## src/hw/rtl/sha256_stream_hasher_defines.svh

```systemverilog
// assertion macros for the sha256 stream hasher
// used by the top level, no other dependencies
`ifndef SHA256_STREAM_HASHER_DEFINES_SVH
`define SHA256_STREAM_HASHER_DEFINES_SVH
`ifndef NO_ASSERTIONS
`define SHA_ASSERT_IMPL(label, clk, rst_n, ante, cons, msg) \
    label: assert property (@(posedge clk) disable iff (!rst_n) (ante) |-> (cons)) \
        else $error(msg);
`define SHA_ASSERT_NEXT(label, clk, rst_n, ante, cons, msg) \
    label: assert property (@(posedge clk) disable iff (!rst_n) (ante) |=> (cons)) \
        else $error(msg);
`else
`define SHA_ASSERT_IMPL(label, clk, rst_n, ante, cons, msg)
`define SHA_ASSERT_NEXT(label, clk, rst_n, ante, cons, msg)
`endif
`endif

```

## src/hw/rtl/sha256_pkg.sv

```systemverilog
// shared types, constants and functions of the sha256 stream hasher
// no dependencies
package sha256_pkg;
    localparam int BlockBytes = 64;
    localparam int BufAw = 6;
    localparam int WordW = 32;

    typedef enum logic [1:0] {
        FUNC_ABSORB   = 2'd0,
        FUNC_FINALIZE = 2'd1,
        FUNC_RESTART  = 2'd2,
        FUNC_NONE     = 2'd3
    } func_t;

    typedef logic [WordW-1:0] word_t;

    localparam word_t INIT_H [8] = '{
        32'h6a09e667, 32'hbb67ae85, 32'h3c6ef372, 32'ha54ff53a,
        32'h510e527f, 32'h9b05688c, 32'h1f83d9ab, 32'h5be0cd19};

    localparam word_t ROUND_K [64] = '{
        32'h428a2f98, 32'h71374491, 32'hb5c0fbcf, 32'he9b5dba5, 32'h3956c25b, 32'h59f111f1,
        32'h923f82a4, 32'hab1c5ed5, 32'hd807aa98, 32'h12835b01, 32'h243185be, 32'h550c7dc3,
        32'h72be5d74, 32'h80deb1fe, 32'h9bdc06a7, 32'hc19bf174, 32'he49b69c1, 32'hefbe4786,
        32'h0fc19dc6, 32'h240ca1cc, 32'h2de92c6f, 32'h4a7484aa, 32'h5cb0a9dc, 32'h76f988da,
        32'h983e5152, 32'ha831c66d, 32'hb00327c8, 32'hbf597fc7, 32'hc6e00bf3, 32'hd5a79147,
        32'h06ca6351, 32'h14292967, 32'h27b70a85, 32'h2e1b2138, 32'h4d2c6dfc, 32'h53380d13,
        32'h650a7354, 32'h766a0abb, 32'h81c2c92e, 32'h92722c85, 32'ha2bfe8a1, 32'ha81a664b,
        32'hc24b8b70, 32'hc76c51a3, 32'hd192e819, 32'hd6990624, 32'hf40e3585, 32'h106aa070,
        32'h19a4c116, 32'h1e376c08, 32'h2748774c, 32'h34b0bcb5, 32'h391c0cb3, 32'h4ed8aa4a,
        32'h5b9cca4f, 32'h682e6ff3, 32'h748f82ee, 32'h78a5636f, 32'h84c87814, 32'h8cc70208,
        32'h90befffa, 32'ha4506ceb, 32'hbef9a3f7, 32'hc67178f2};

    function automatic word_t rotr(input word_t x, input int n);
        rotr = (x >> n) | (x << (WordW - n));
    endfunction
endpackage

```

## src/hw/rtl/sha256_stream_hasher.sv

```systemverilog
// Byte-stream SHA-256 hasher. Each request carries func (tuser) and a message byte
// (tdata). An absorb writes its byte into the 64-byte block ram; each filled block
// runs the compression engine: big-endian word loading from the ram, then 64 rounds,
// one per cycle, then the add step; no new byte is taken while a block compresses. A
// finalize writes the padding bytes one per cycle while no compression runs (up to
// 72, with up to two compressions), then sends the eight digest words H0..H7 on the
// m_ side, word 7 marked by tlast; a later finalize resends them. Absorbs after
// finalize are dropped; a restart reloads the initial hash values. The round rate is
// set by the single round datapath; the byte rate by the one write port of the block
// ram. s_tready is low while a block compresses or padding/words go.
// depends on sha256_pkg, sha256_ram, sha256_core and the defines header
`include "sha256_stream_hasher_defines.svh"
module sha256_stream_hasher
    import sha256_pkg::*;
(
    input  logic        aclk,
    input  logic        aresetn,
    input  logic        s_tvalid,
    output logic        s_tready,
    input  logic [7:0]  s_tdata,   // [7:0] data_byte
    input  logic [1:0]  s_tuser,   // [1:0] func
    output logic        m_tvalid,
    input  logic        m_tready,
    output logic [39:0] m_tdata,   // [31:0] digest_word, [34:32] word_index, zero pad
    output logic        m_tlast    // last_word
);
    typedef enum logic [3:0] {
        S_IDLE = 4'b0001,   // taking requests
        S_PAD  = 4'b0010,   // writing padding bytes
        S_WAIT = 4'b0100,   // compression running
        S_OUT  = 4'b1000    // sending digest words
    } state_t;

    state_t state_reg, state_next;
    logic [60:0] count_reg;
    logic        done_reg;
    logic        pad_reg;          // padding in progress
    logic [63:0] bits_reg;
    logic [3:0]  pad_phase_reg;    // 0: 0x80, 1: zeros, 2..9: length bytes
    logic [2:0]  widx_reg;
    logic        m_valid_reg;

    logic        s_fire, m_fire;
    logic        buf_we;
    logic [7:0]  buf_wdata;
    logic [BufAw-1:0] buf_raddr;
    logic [7:0]  buf_rdata;
    logic        core_start, core_busy, core_init;
    word_t       h_word;
    logic [60:0] count_inc;

    assign s_fire = s_tvalid && s_tready;
    assign m_fire = m_tvalid && m_tready;
    assign s_tready = (state_reg == S_IDLE) && !core_busy;
    assign count_inc = count_reg + 61'd1;

    sha256_ram #(.Width(8), .Depth(BlockBytes)) u_buf (
        .aclk(aclk), .we(buf_we), .waddr(count_reg[BufAw-1:0]), .wdata(buf_wdata),
        .raddr(buf_raddr), .rdata(buf_rdata));

    sha256_core u_core (
        .aclk(aclk), .aresetn(aresetn), .start(core_start), .init_h(core_init),
        .busy(core_busy), .buf_raddr(buf_raddr), .buf_rdata(buf_rdata),
        .h_sel(widx_reg), .h_word(h_word));

    // byte source for absorb or padding
    always_comb begin
        buf_we = 1'b0;
        buf_wdata = s_tdata;
        if (state_reg == S_IDLE && s_fire && func_t'(s_tuser) == FUNC_ABSORB && !done_reg)
            buf_we = 1'b1;
        if (state_reg == S_PAD) begin
            buf_we = 1'b1;
            priority if (pad_phase_reg == 4'd0) buf_wdata = 8'h80;
            else if (pad_phase_reg == 4'd1) buf_wdata = 8'h00;
            else buf_wdata = bits_reg[63 - 8*(pad_phase_reg - 4'd2) -: 8];
        end
    end

    assign core_start = buf_we && (count_inc[BufAw-1:0] == '0);
    assign core_init = s_fire && func_t'(s_tuser) == FUNC_RESTART;

    always_comb begin
        state_next = state_reg;
        unique case (state_reg)
            S_IDLE: if (s_fire && func_t'(s_tuser) == FUNC_FINALIZE)
                state_next = done_reg ? S_OUT : S_PAD;
            S_PAD: begin
                if (pad_phase_reg == 4'd9) state_next = S_WAIT;
                else if (core_start) state_next = S_WAIT;
            end
            S_WAIT: if (!core_busy && !core_start) state_next = pad_reg ? S_PAD : S_OUT;
            S_OUT: if (m_fire && m_tlast) state_next = S_IDLE;
            default: state_next = S_IDLE;
        endcase
    end

    always_ff @(posedge aclk) begin
        if (!aresetn) begin
            state_reg <= S_IDLE;
            count_reg <= '0;
            done_reg <= 1'b0;
            pad_reg <= 1'b0;
            widx_reg <= '0;
            m_valid_reg <= 1'b0;
            pad_phase_reg <= '0;
        end else begin
            state_reg <= state_next;
            if (buf_we) count_reg <= count_inc;
            if (core_init) begin
                count_reg <= '0;
                done_reg <= 1'b0;
            end
            if (state_reg == S_IDLE && state_next == S_PAD) begin
                bits_reg <= {count_reg, 3'b000};
                pad_reg <= 1'b1;
                pad_phase_reg <= 4'd0;
            end
            if (state_reg == S_PAD) begin
                priority if (pad_phase_reg == 4'd9) begin
                    pad_reg <= 1'b0;
                    done_reg <= 1'b1;
                end else if (pad_phase_reg == 4'd0) begin
                    pad_phase_reg <= (count_inc[BufAw-1:0] == 6'd56) ? 4'd2 : 4'd1;
                end else if (pad_phase_reg == 4'd1) begin
                    if (count_inc[BufAw-1:0] == 6'd56) pad_phase_reg <= 4'd2;
                end else begin
                    pad_phase_reg <= pad_phase_reg + 4'd1;
                end
            end
            if (state_reg == S_OUT) begin
                // valid drops right after the last word goes
                m_valid_reg <= !(m_fire && m_tlast);
                if (m_fire) widx_reg <= widx_reg + 3'd1;
            end
        end
    end

    assign m_tvalid = m_valid_reg;
    assign m_tdata = {5'd0, widx_reg, h_word};
    assign m_tlast = (widx_reg == 3'd7);

    `SHA_ASSERT_IMPL(a_no_out_idle, aclk, aresetn, m_tvalid, state_reg == S_OUT,
        "digest word outside output phase")
    `SHA_ASSERT_IMPL(a_busy_stall, aclk, aresetn, core_busy, !s_tready,
        "request accepted during compression")
    `SHA_ASSERT_NEXT(a_last_wrap, aclk, aresetn, m_fire && m_tlast, widx_reg == 3'd0,
        "word index not rewound after last word")
endmodule

```

## src/hw/rtl/sha256_ram.sv

```systemverilog
// generic single-port-write, single-port-read ram with registered read
// no dependencies
module sha256_ram #(
    parameter int Width = 8,
    parameter int Depth = 64
) (
    input  logic                     aclk,
    input  logic                     we,
    input  logic [$clog2(Depth)-1:0] waddr,
    input  logic [Width-1:0]         wdata,
    input  logic [$clog2(Depth)-1:0] raddr,
    output logic [Width-1:0]         rdata
);
    logic [Width-1:0] mem [Depth];

    always_ff @(posedge aclk) begin
        if (we) begin
            mem[waddr] <= wdata;
        end
        rdata <= mem[raddr];
    end
endmodule

```

## src/hw/rtl/sha256_core.sv

```systemverilog
// sha256 compression engine: 64 rounds, one per cycle, schedule in a 16-word shift window
// depends on sha256_pkg
module sha256_core
    import sha256_pkg::*;
(
    input  logic       aclk,
    input  logic       aresetn,
    input  logic       start,
    input  logic       init_h,
    output logic       busy,
    output logic [BufAw-1:0] buf_raddr,
    input  logic [7:0] buf_rdata,
    input  logic [2:0] h_sel,
    output word_t      h_word
);
    typedef enum logic [3:0] {
        C_IDLE = 4'b0001,
        C_LOAD = 4'b0010,
        C_RND  = 4'b0100,
        C_ADD  = 4'b1000
    } cstate_t;

    cstate_t state_reg, state_next;
    word_t h_reg [8];
    word_t v_reg [8];
    logic [BufAw:0] lcnt_reg;      // byte fetch counter, one extra for read latency
    logic [5:0] t_reg;
    word_t wbuf_reg;               // assembled big-endian word
    word_t w16_reg [16];
    // schedule window kept as shift line, each word read at a fixed tap

    assign busy = (state_reg != C_IDLE);
    assign buf_raddr = lcnt_reg[BufAw-1:0];
    assign h_word = h_reg[h_sel];

    word_t w_cur, s0, s1, t1, t2;
    always_comb begin
        s0 = rotr(w16_reg[1], 7) ^ rotr(w16_reg[1], 18) ^ (w16_reg[1] >> 3);
        s1 = rotr(w16_reg[14], 17) ^ rotr(w16_reg[14], 19) ^ (w16_reg[14] >> 10);
        w_cur = (t_reg < 6'd16) ? w16_reg[0] : (s1 + w16_reg[9] + s0 + w16_reg[0]);
        t1 = v_reg[7] + (rotr(v_reg[4], 6) ^ rotr(v_reg[4], 11) ^ rotr(v_reg[4], 25))
           + ((v_reg[4] & v_reg[5]) ^ (~v_reg[4] & v_reg[6])) + ROUND_K[t_reg] + w_cur;
        t2 = (rotr(v_reg[0], 2) ^ rotr(v_reg[0], 13) ^ rotr(v_reg[0], 22))
           + ((v_reg[0] & v_reg[1]) ^ (v_reg[0] & v_reg[2]) ^ (v_reg[1] & v_reg[2]));
    end

    always_comb begin
        state_next = state_reg;
        unique case (state_reg)
            C_IDLE: if (start) state_next = C_LOAD;
            C_LOAD: if (lcnt_reg == 7'd64) state_next = C_RND;
            C_RND:  if (t_reg == 6'd63) state_next = C_ADD;
            C_ADD:  state_next = C_IDLE;
            default: state_next = C_IDLE;
        endcase
    end

    always_ff @(posedge aclk) begin
        if (!aresetn) begin
            state_reg <= C_IDLE;
            for (int i = 0; i < 8; i++) h_reg[i] <= INIT_H[i];
        end else begin
            state_reg <= state_next;
            if (init_h) begin
                for (int i = 0; i < 8; i++) h_reg[i] <= INIT_H[i];
            end else if (state_reg == C_ADD) begin
                for (int i = 0; i < 8; i++) h_reg[i] <= h_reg[i] + v_reg[i];
            end
        end
    end

    always_ff @(posedge aclk) begin
        unique case (state_reg)
            C_IDLE: begin
                lcnt_reg <= start ? 7'd1 : 7'd0;
                t_reg <= '0;
                for (int i = 0; i < 8; i++) v_reg[i] <= h_reg[i];
            end
            C_LOAD: begin
                lcnt_reg <= lcnt_reg + 7'd1;
                wbuf_reg <= {wbuf_reg[23:0], buf_rdata};
                if (lcnt_reg[1:0] == 2'd0) begin
                    for (int i = 0; i < 15; i++) w16_reg[i] <= w16_reg[i+1];
                    w16_reg[15] <= {wbuf_reg[23:0], buf_rdata};
                end
            end
            C_RND: begin
                t_reg <= t_reg + 6'd1;
                for (int i = 0; i < 15; i++) w16_reg[i] <= w16_reg[i+1];
                w16_reg[15] <= w_cur;
                v_reg[7] <= v_reg[6]; v_reg[6] <= v_reg[5]; v_reg[5] <= v_reg[4];
                v_reg[4] <= v_reg[3] + t1;
                v_reg[3] <= v_reg[2]; v_reg[2] <= v_reg[1]; v_reg[1] <= v_reg[0];
                v_reg[0] <= t1 + t2;
            end
            C_ADD: ;
            default: ;
        endcase
    end
endmodule
```

## config.mk

```make
export PLATFORM = sky130hd
export DESIGN_NAME = sha256_stream_hasher
export DESIGN_NICKNAME = d
export VERILOG_FILES = /design/src/hw/rtl/sha256_pkg.sv /design/src/hw/rtl/sha256_stream_hasher.sv /design/src/hw/rtl/sha256_ram.sv /design/src/hw/rtl/sha256_core.sv
export VERILOG_INCLUDE_DIRS = /design/src /design/src/hw/rtl
export SDC_FILE = /design/constraint.sdc
export NUM_CORES = 2
export LEC_CHECK = 0
export ABC_AREA = 0
export ABC_CLOCK_PERIOD_IN_PS = 15800
export BUFFER_PORTS_ARGS = -buffer_cell sky130_fd_sc_hd__clkbuf_2
export CORE_MARGIN = 1.5
export CORE_UTILIZATION = 64
export DETAILED_ROUTE_END_ITERATION = 12
export PLACE_DENSITY = 0.8
export SLEW_MARGIN = 5
export SYNTH_ARGS = -nofsm -noshare
export SYNTH_HDL_FRONTEND = slang
export SYNTH_SLANG_ARGS = --single-unit
```

## constraint.sdc

```tcl
create_clock -name aclk -period 15.8 [get_ports aclk]
set_input_delay 4.74 -clock aclk [delete_from_list [all_inputs] [get_ports aclk]]
set_output_delay 4.74 -clock aclk [all_outputs]
set_load 0.05 [all_outputs]
```

==> run_results.csv <==
group,metric,value,unit
final_layout,fin_cells,9503,
drt,drc,0,
clock_tree,postCtsSetupRepairBufs,0,
yosys,ys_types,92,
final_layout,area_growth,9.07,%
place,place_inst,9179,
sta,setup_viol_count_final,0,
clock_tree,cts_htree_levels,4,
critical_path,r2r_start,"u_core.t_reg[1]",
critical_path,worstRegToRegCells,34,
yosys,yosysTopAreaCell,"edfxtp_1",
sta,hold_ws,0.393,ns
drt,drtPass1Iterations,8,
final_layout,design_area,101000,um^2
floorplan,die_w,383,um
worst_hold_path,hold_path.class,"flop to flop",
clock_tree,cts_tree,"yes",
final_layout,fin_util,0.702,
drt,viasPerCell,6.61,
pwr,power_density,116,nW/um^2
pwr,vdd_drop_max,140,uV
yosys,yosys_warnings,0,
critical_path,slowest_stage,"ha_1",
clock_tree,clock_path_buffers,3,
critical_path,required,16.33,ns
drt,wl_per_cell,28.4,um
yosys,synth_common_cells,"edfxtp_1 (1,602), nand2_1 (1,016), nor2_1 (473), ha_1 (402), inv_1 (395)",
yosys,ys_seq_area_frac,0.548,
critical_path,cp-end-kind,"flop",
drt,vias,62786,
clock_tree,cts_sinks,1724,
global_routing,grt_antenna_before_repair,13,
clock_tree,cts_root_buffer,"clkbuf_16",
sta,hold_viol,0,
floorplan,die_h,383,um
global_routing,overflow,0,
yosys,syn_inst,7463,
place,numPortBuffers,51,
global_routing,grt_first_pass_wirelength,397,mm
outcome,status,"completed",
critical_path,start_kind,"flop",
drt,drt_iter0_drc,9039,
pwr,power,11.7,mW
yosys,synth_area,92200,um^2
final_layout,n_fill_cell,9684,
sta,tightestPinTransition,1.26,ns
global_routing,grt_max_degree,186,
yosys,synth_edf_count,1602,
critical_path,regToRegSetupSlack,4.93,ns
sta,post-route-period-util,0.688,
yosys,dominantRegCellSynth,"edfxtp_1",
yosys,synth_most_common_cell,"edfxtp_1",
critical_path,crit_start,"u_core.t_reg[1]",
floorplan,coreArea,143000,um^2
floorplan,io_pins,57,
final_layout,regArea,50600,um^2
flow_run,drv_cap,0,
floorplan,rows,139,
sta,setup-tns-final,0,ns
clock_tree,cts_resized,0,
final_layout,drive_gt1_frac,0.104,
drt,ant_nets,0,
sta,clock-skew-final,0.0723,ns
yosys,synth_area_leaders,"edfxtp_1 (52%), mux4_2 (6.1%), ha_1 (5.5%)",
drt,wirelength,269,mm
place,place_area,94400,um^2
yosys,yosysTopAreaCellShare,0.522,
clock_tree,clk_pin_slew_worst_paths,0.07,ns
critical_path,cpPeakStageDelay,0.88,ns
worst_hold_path,hold_path_end,"u_core.w16_reg[1][12]",
clock_tree,clkLatencyLatePin,0.83,ns
critical_path,path_class,"flop to flop",
worst_hold_path,min_from,"u_core.w16_reg[1][44]",
clock_tree,ctsHoldBuffers,0,
yosys,ys_seq_elements,1724,
global_routing,grt_pass1_vias,60005,
yosys,syn_area_per_cell,12.4,um^2
sta,min_period,10.87,ns
place,globalplace.congestion,1.01,
place,dp_hpwl,187,mm
yosys,synthArstFlopShare,0,
critical_path,cp_max_fo,17,
global_routing,grt_usage,0.369,
critical_path,critical_path_arrival,11.40,ns
clock_tree,numCtsBuffers,172,
floorplan,start_util,0.643,
sta,rsz0062_at_grt,"false",
final_layout,multi_input_comb_area,39100,um^2
final_layout,nets,8061,
place,preCtsSetupSlack,5.17,ns
critical_path,r2r-end,"u_core.v_reg[0][28]",
sta,drv_slew,0,
sta,max_freq,92.0,MHz
sta,setup_ws,4.93,ns
pwr,power.leakage,36.8,nW
worst_hold_path,hold-path-cell-count,0,
floorplan,die-area,146000,um^2
sta,slew_headroom,0.158,
==> cell usage in the layout, fill, tap and decap left out, types with 48 or more instances in the layout <==
master / instances
edfxtp_1: 1602
nand2_1: 1012
nor2_1: 469
ha_1: 402
inv_1: 393
a21oi_1: 385
o21ai_0: 377
xnor2_1: 345
mux4_2: 251
xor2_1: 244
fa_1: 195
a21o_1: 177
clkbuf_16: 174
dfxtp_1: 119
nand3_1: 100
nand2b_1: 80
nor3_1: 80
buf_4: 67
nor2b_1: 65
mux2_2: 61
a31oi_1: 60
and3_1: 55
o21a_1: 53
a211oi_1: 51
clkbuf_2: 51
mux2i_1: 48
==> worst max-delay path: cells and delay by family, from the launching register on <==
family | cells | cell delay (ns)
AO/OA/AOI/OAI | 17 | 4.18
buffers and inverters | 4 | 0.80
adder cells (fa/ha/maj) | 8 | 3.71
flip-flops | 1 | 0.82
XOR/XNOR | 2 | 0.40
AND/OR/NAND/NOR | 3 | 0.64
==> where the power goes <==
group / leakage, nW / switching [mW] / internal (mW) / total (mW)
Sequential: 15.6 / 0.0376 / 4.98 / 5.02
Combinational: 18.3 / 1.35 / 0.875 / 2.22
Clock: 2.97 / 1.90 / 2.52 / 4.42
==> area by class of cell <==
| class | instances | share of cell area |
|---|---|---|
| Sequential cell | 1724 | 0.503 |
| Multi-Input combinational cell | 5031 | 0.389 |
| Clock buffer | 201 | 0.0454 |
| Tap cell | 1903 | 0.0237 |
| Clock inverter | 121 | 0.0157 |
| Inverter | 399 | 0.0149 |
| Timing Repair Buffer | 122 | 0.00834 |
| Antenna cell | 2 | 0.0000498 |
==> metal layers <==
| layer | vias to the layer above | part of all wire | global-route usage | wire length [um] |
|---|---|---|---|---|
| li1 | 27187 | - | - | - |
| met1 | 31109 | 0.39 | 0.526 | 106000 |
| met2 | 3873 | 0.46 | 0.565 | 123000 |
| met3 | 607 | 0.11 | 0.0781 | 29600 |
| met4 | 10 | 0.041 | 0.128 | 11000 |
| met5 | - | 0.00040 | 0 | 109 |
==> cells by family (layout without fill, tap and decap cells) <==
group           count (synthesis)  count (layout)  synth area share
compound gates               1390            1390            0.0941
xor+xnor                      592             592            0.0566
fa+ha+maj                     616             616            0.0990
buf+inv                       712             843            0.0292
flops                        1724            1724             0.548
mux                           361             361            0.0741
other cells                     1               7         0.0000407
simple gates                 2067            2067            0.0987
==> worst max path at each step <==
stage | to | slack (ns) | cells past startpoint
2_1_floorplan | u_core.w16_reg[0][0] | 1.89 | 8
4_1_cts | u_core.v_reg[0][31] | 5.12 | 38
3_3_place_gp | u_core.v_reg[0][31] | 5.31 | 38
6_report | u_core.v_reg[0][28] | 4.93 | 34
5_1_grt | u_core.v_reg[0][31] | 4.45 | 34
3_5_place_dp | u_core.v_reg[0][31] | 5.17 | 38
No activity file was read; power rests on OpenSTA's default activity.
